**src/tgp_pkg.sv**
```systemverilog
// Turtle plotter package: modes, widths, constants and the sine function.
// Used by every module of the plotter; no dependencies.
`default_nettype none
package tgp_pkg;
	localparam int MaxSide = 256;
	localparam int AddrW = 16;
	localparam int SineEntries = 256;
	localparam int SineBits = 8;
	localparam logic signed [23:0] PosMax = 24'sh7FFFFF;
	localparam logic signed [23:0] PosMin = -24'sh800000;

	typedef enum logic [3:0] {
		MODE_HEADING = 4'd0, MODE_SET_X = 4'd1, MODE_SET_Y = 4'd2, MODE_FORWARD = 4'd3,
		MODE_TURN = 4'd4, MODE_PEN_UP = 4'd5, MODE_PEN_DOWN = 4'd6, MODE_COLOR = 4'd7,
		MODE_READ = 4'd8
	} mode_t;

	localparam logic [1:0] REG_WIDTH = 2'd0;
	localparam logic [1:0] REG_HEIGHT = 2'd1;
	localparam logic [1:0] REG_STEP = 2'd2;

	// command from controller to datapath
	typedef struct packed {
		logic load;      // latch request
		logic setup_a;   // execute command, start step divider
		logic setup_b;   // scale increments
		logic step;      // one walk step
		logic plot;      // write current point
		logic clr;       // clear-pass write
	} dp_cmd_t;

	typedef struct packed {
		logic div_done;
		logic walk_zero;  // no steps to make
		logic same;       // last step left position unchanged
		logic last;       // no steps left
	} dp_stat_t;

	// Quantized Q1.15 sine over a 16-bit angle (constant table logic).
	function automatic logic signed [16:0] sine_q15(input logic [15:0] a);
		logic [15:0] p;
		logic [1:0] quad;
		logic [63:0] x, x2, t, s;
		p = {a[15:16-SineBits], {(16 - SineBits){1'b0}}};
		quad = p[15:14];
		x = {50'd0, p[13:0]};
		if (quad[0]) x = 64'd16384 - x;
		x2 = (x * x) >> 14;
		t = 64'd83564 - ((x2 * 64'd4909) >> 14);
		t = 64'd677343 - ((x2 * t) >> 14);
		t = 64'd1647099 - ((x2 * t) >> 14);
		s = (x * t) >> 14;
		s = (s + 64'd16) >> 5;
		if (s > 64'd32767) s = 64'd32767;
		return quad[1] ? -$signed({2'b00, s[14:0]}) : $signed({2'b00, s[14:0]});
	endfunction
endpackage
`default_nettype wire

```
**src/tgp_ctrl.sv**
```systemverilog
// Plotter controller: clear pass, command sequencing, forward walk, result.
// Depends on tgp_pkg.
`default_nettype none
module tgp_ctrl
	import tgp_pkg::*;
(
	input  wire logic             clk,
	input  wire logic             arst_n,
	input  wire logic             in_valid,
	output logic                  in_ready,
	output logic                  out_valid,
	input  wire logic             out_ready,
	input  wire logic [3:0]       mode,
	output logic [AddrW-1:0]      clr_addr,
	output dp_cmd_t               cmd,
	input  wire dp_stat_t         stat,
	output logic                  rd_sel
);
	typedef enum logic [2:0] {S_CLR, S_IDLE, S_EXEC, S_DIV, S_SIN, S_COS, S_WALK, S_DONE}
		state_t;
	state_t state_q;
	logic [3:0] mode_q;
	logic [AddrW-1:0] clr_q;
	logic done_fire;

	assign clr_addr = clr_q;
	assign in_ready = (state_q == S_IDLE) && !out_valid;
	// read stays in S_DONE until rd_sel is up, for the registered store data
	assign done_fire = (state_q == S_DONE) && !((mode_q == MODE_READ) && !rd_sel);

	always_comb begin
		cmd = '0;
		cmd.load = in_valid && in_ready;
		cmd.setup_a = (state_q == S_EXEC);
		cmd.setup_b = (state_q == S_SIN) || (state_q == S_COS);
		cmd.clr = (state_q == S_CLR);
		cmd.step = (state_q == S_WALK) && !stat.last && !stat.same;
		cmd.plot = (state_q == S_DONE) && (mode_q == MODE_PEN_DOWN);
	end

	always_ff @(posedge clk or negedge arst_n) begin
		if (!arst_n) begin
			state_q <= S_CLR; clr_q <= '0; out_valid <= 1'b0; mode_q <= MODE_HEADING;
			rd_sel <= 1'b0;
		end else begin
			rd_sel <= (state_q == S_DONE) && (mode_q == MODE_READ) && !rd_sel;
			if (done_fire) out_valid <= 1'b1;
			else if (out_valid && out_ready) out_valid <= 1'b0;
			unique case (state_q)
				S_CLR: begin
					clr_q <= clr_q + 1'b1;
					if (clr_q == {AddrW{1'b1}}) state_q <= S_IDLE;
				end
				S_IDLE: if (cmd.load) begin mode_q <= mode; state_q <= S_EXEC; end
				S_EXEC: state_q <= (mode_q == MODE_FORWARD) ? S_DIV : S_DONE;
				S_DIV: if (stat.div_done) state_q <= S_SIN;
				S_SIN: state_q <= S_COS;
				S_COS: state_q <= stat.walk_zero ? S_DONE : S_WALK;
				S_WALK: if (stat.last || stat.same) state_q <= S_DONE;
				S_DONE: if (done_fire) state_q <= S_IDLE;
				default: state_q <= S_IDLE;
			endcase
		end
	end

`ifndef SYNTHESIS
	a_no_accept_busy: assert property (@(posedge clk) disable iff (!arst_n)
		(state_q != S_IDLE) |-> !in_ready) else $error("accept while busy");
	a_out_hold: assert property (@(posedge clk) disable iff (!arst_n)
		(out_valid && !out_ready) |=> out_valid) else $error("result dropped");
	a_clr_no_out: assert property (@(posedge clk) disable iff (!arst_n)
		(state_q == S_CLR) |-> !out_valid) else $error("result during clear");
`endif
endmodule
`default_nettype wire

```
**config.mk**
```make
export PLATFORM = sky130hd
export DESIGN_NAME = tgp_ctrl
export DESIGN_NICKNAME = d
export VERILOG_FILES = /design/src/tgp_pkg.sv /design/src/tgp_ctrl.sv
export SDC_FILE = /design/constraint.sdc
export NUM_CORES = 1
export LEC_CHECK = 0
export BUFFER_PORTS_ARGS = -buffer_cell sky130_fd_sc_hd__buf_2
export CORE_UTILIZATION = 25
export DETAILED_ROUTE_END_ITERATION = 12
export SYNTH_ARGS = -nofsm -noshare
export SYNTH_HDL_FRONTEND = slang
export SYNTH_SLANG_ARGS = --single-unit
```
**constraint.sdc**
```tcl
create_clock -name clk -period 2.65 [get_ports clk]
set_clock_uncertainty 0.2 [all_clocks]
set_input_delay 0.265 -clock clk [delete_from_list [all_inputs] [get_ports clk]]
set_output_delay 0.265 -clock clk [all_outputs]
set_load 0.01 [all_outputs]
```
* Word-level counts from Yosys, hierarchy flattened
Cells that the tools add are included.
Storage, ports and cells: register bits after elaboration 25, bits of input ports 12, output and inout bits 25, logic and storage cells 53
Operators by class: $add $sub $neg 1, equality and inequality tests 16, multiplexer cells 10, reduce and logical (&&, ||, !) cells 21
Operators by type and width (number):
- $pmux 3 s8 | 1
- $mux 3 | 6
- $add 16x1->16 const B | 1
- $eq 16x16->1 const B | 1
- $eq 3x3->1 const B | 4
- $logic_and 1x1->1 | 10
- $eq 3x2->1 const B | 2
- $ne 2x2->1 const B | 3
- $logic_not 1->1 | 5
- $reduce_and 5->1 | 1
- $eq 4x2->1 const B | 1
- $eq 4x3->1 const B | 1
- $eq 4x4->1 const B | 1
- $ne 2x1->1 const B | 2
- $eq 3x1->1 const B | 1
- $logic_not 3->1 | 1
- $mux 1 | 3
- $logic_or 1x1->1 | 2
- $reduce_and 2->1 | 1
- $reduce_bool 2->1 | 1

* Logic depth before layout (Yosys ltp)
depth after elaboration 6, gate-level depth with buffers 6, mapped depth without buffers 5

* Least setup slack after synthesis
OpenSTA, ideal clock, no wires.
path type register to register, from register state_q[1], to register clr_q[15] (netlist: clr_addr[15]), library setup time 0.125 ns, arrival 1.539 ns, required time 2.325 ns, path slack 0.786 ns, cell stages (with the launch flop) 7, path buffers 2, clock period less this slack 1.864 ns, cell sequence dfrtp_1 -> buf_6 -> or3_1 -> buf_6 -> nor4_4 -> nand2_1 -> xnor2_1
Between the ends: cells in the longest elaborated chain, start to end 1
RTL lines:
- start: declaration | line tgp_ctrl.sv:21 | state_t state_q;
- start signal: assignment | line tgp_ctrl.sv:55 | S_EXEC: state_q <= (mode_q == MODE_FORWARD) ? S_DIV : S_DONE;
- start signal: assignment | line tgp_ctrl.sv:58 | S_COS: state_q <= stat.walk_zero ? S_DONE : S_WALK;
- $logic_not 3->1 | line tgp_ctrl.sv:49 | unique case (state_q)
- end signal: assignment | line tgp_ctrl.sv:51 | clr_q <= clr_q + 1'b1;
- end: declaration | line tgp_ctrl.sv:23 | logic [AddrW-1:0] clr_q;
Every way passes these cells. A chain may end at the register's enable or synchronous reset.

==> impl_metrics.ini <==
[drt]
drc = 0
num_vias = 982
dr.pass1.iters = 4
avgViaCountPerCell = 4.40
wl_um = 2530
drt_iter0_drc = 38
antenna_left = 0
wl_per_cell_um = 11.4

[worst_setup_path]
worstPathArrival_ns = 1.70
r2r_cells = 4
path_cells = or3_1 > inv_1 > buf_2
end_kind = output port
crit_fanout = 14
cpPeakStageDelay_ns = 0.57
regToRegSetupSlack_ns = 0.54
rr_startpoint = state_q[0]$_DFFE_PN0P_
start_kind = flop
crit_path_top_delay_cell = or3_1
required_ns = 2.18
rr_endpoint = clr_addr[15]$_DFFE_PN0P_
crit_type = flop to output port

[worst_hold_path]
hold_depth = 2
holdCritStartpoint = mode[0]
hold_path_class = input pin to flop
holdPathEnd = mode_q[0]$_DFFE_PN0P_

[die]
initial_utilization_pct = 26.1
core-area_um2 = 4720
dieArea_um2 = 5220
io_pins = 37
fp-row-count = 25
die_w_um = 72.2
die_h_um = 72.2

[clocking]
cts_sinks = 25
ctsResizeCount = 0
htreeDepth = 1
root_buffer = clkbuf_8
cts_setup_buffers = 0
cts_buffers = 3
clk_pin_slew_ns = 0.08
worstSkewPairLatency_ns = 0.26
cts_tree = yes
cts_max_path_buffers = 2

[placed_design]
dp_hpwl_um = 1910
gp_congestion = 0.757
io_buffers = 36

[synthesis]
synthTopCellsByArea = dfrtp_1 (51%), xnor2_1 (9.2%), nand2_1 (5.2%)
synth_ff_type = dfrtp_1
synth.net_count = 131
ys_seq_area_share_pct = 50.7
postSynthAreaPerCell_um2 = 10.5
yosysTopAreaCell = dfrtp_1
async_flop_share_pct = 100
synth_area_um2 = 1230
synth_top_cell_area_share_pct = 50.7
synth_cell_types = 34
ys_warn_count = 0
ys_ff_latch = 25
synth_common_cells = dfrtp_1 (25), nand2_1 (17), xnor2_1 (13), nor2_1 (9), nand4_1 (6)
synth.most_common_cell = dfrtp_1
synthCells = 118
synth-edff-count = 0

[layout]
nets = 170
drive_gt1_share_pct = 30.8
syn_to_final_growth_pct = 24.1
fillers = 489
fin_util_pct = 32.4
diodes = 0

[global_route]
grt_overflow = 0
grt_pass1_wl_um = 4220
antenna_found_initial = 0
grt_start_max_net_pins = 26
grt_usage_pct = 10.3
grt_pass1_vias = 862

[sta]
maxSlewViolCount = 0
tns_ns = 0
period_needed_ns = 2.17
rsz0062_at_grt = false
relSlewSlack_pct = 61.7
timing.final.crit_share_pct = 81.8
tightest_slew_ns = 0.569
setup_viol = 0
hold_violations = 0
max_freq_ghz = 0.461

[pwr]
power.leakage_nw = 0.754
ir_drop_mv = 0.260
powerDensity_nw_per_um2 = 790

[run]
drv_cap = 0

[run_status]
status = finished, final reports clean
[stage by stage]
step	hold WS (ns)	instance area [um^2]	worst slack (ns)	power, mW	std cells
global placement	0.0911	1470	0.607	0.992	217
detailed placement	0.0869	1470	0.549	0.996	217
CTS	0.0218	1530	0.456	1.23	223
global route	0.0213	1530	0.374	1.30	223
finish	0.0260	1530	0.482	1.21	223
floorplan	-0.231	1230	0.786	0.886	118
[registers in the layout, summed over array words and instances (netlist names)]
name	flops
clr_addr	16
mode_q	4
out_valid	1
rd_sel	1
state_q	3
[cell usage in the layout (no fill, tap or decap), types with 3 or more instances in the layout]
cell	Yosys	final
buf_2	1	36
clkbuf_8	0	3
dfrtp_1	25	25
inv_1	5	5
mux2_2	4	4
nand2_1	17	17
nand3_1	5	5
nand4_1	6	6
nor2_1	9	9
nor3_1	4	4
xnor2_1	13	13
[worst max-delay path by stage]
stage / startpoint / cells past startpoint / to
6_report: state_q[0]$_DFFE_PN0P_ / 3 / cmd[0]
4_1_cts: state_q[0]$_DFFE_PN0P_ / 3 / cmd[0]
3_5_place_dp: state_q[0]$_DFFE_PN0P_ / 4 / clr_addr[15]$_DFFE_PN0P_
2_1_floorplan: state_q[1]$_DFFE_PN0P_ / 6 / clr_addr[15]$_DFFE_PN0P_
3_3_place_gp: state_q[0]$_DFFE_PN0P_ / 4 / clr_addr[15]$_DFFE_PN0P_
5_1_grt: state_q[0]$_DFFE_PN0P_ / 3 / cmd[0]
[per-layer routing]
metal  wire length (um)  track usage [%]  up-vias
li1                   -                -      483
met1               1240             14.4      461
met2               1150             15.7       36
met3                121             1.81        2
met4                 17             3.92        0
met5                  0                0        -
[power breakdown]
group	internal (mW)	leakage, nW	switching, mW
registers	0.471	0.327	0.139
clock network	0.107	0.0228	0.113
logic	0.191	0.405	0.189
total	0.770	0.754	0.441
[what timing repair did]
item | CTS | global route
hold buffers | 2 | 0
endpoints found under the setup margin | 0 | 0
endpoints found under the hold margin | 26 | 0
[critical path: cells and delay by family (launching register included)]
family | cells | cell delay (ns)
and+or+nand+nor | 1 | 0.57
buffers and inverters | 2 | 0.36
DFF | 1 | 0.51
[cell type report]
class / count / area [um^2] / share of cell area, %
inverters: 5 / 18.8 / 1.23
repair buffers: 38 / 200 / 13.1
multi-input cells: 84 / 558 / 36.4
flip-flops and latches: 25 / 626 / 40.8
well taps: 67 / 83.8 / 5.47
clock buffers: 4 / 45.0 / 2.94
[kinds of logic (layout without fill, tap and decap cells)]
kind of cell	count (synthesis)	count (layout)	synth area share, %
AO/OA/AOI/OAI	8	8	4.36
XOR/XNOR	15	15	10.6
adder cells (fa/ha/maj)	1	1	1.01
buffers and inverters	9	47	4.06
flip-flops	25	25	50.7
multiplexers	4	4	3.65
AND/OR/NAND/NOR	56	56	25.6
Note: power is estimated with default switching activity, not from simulation.
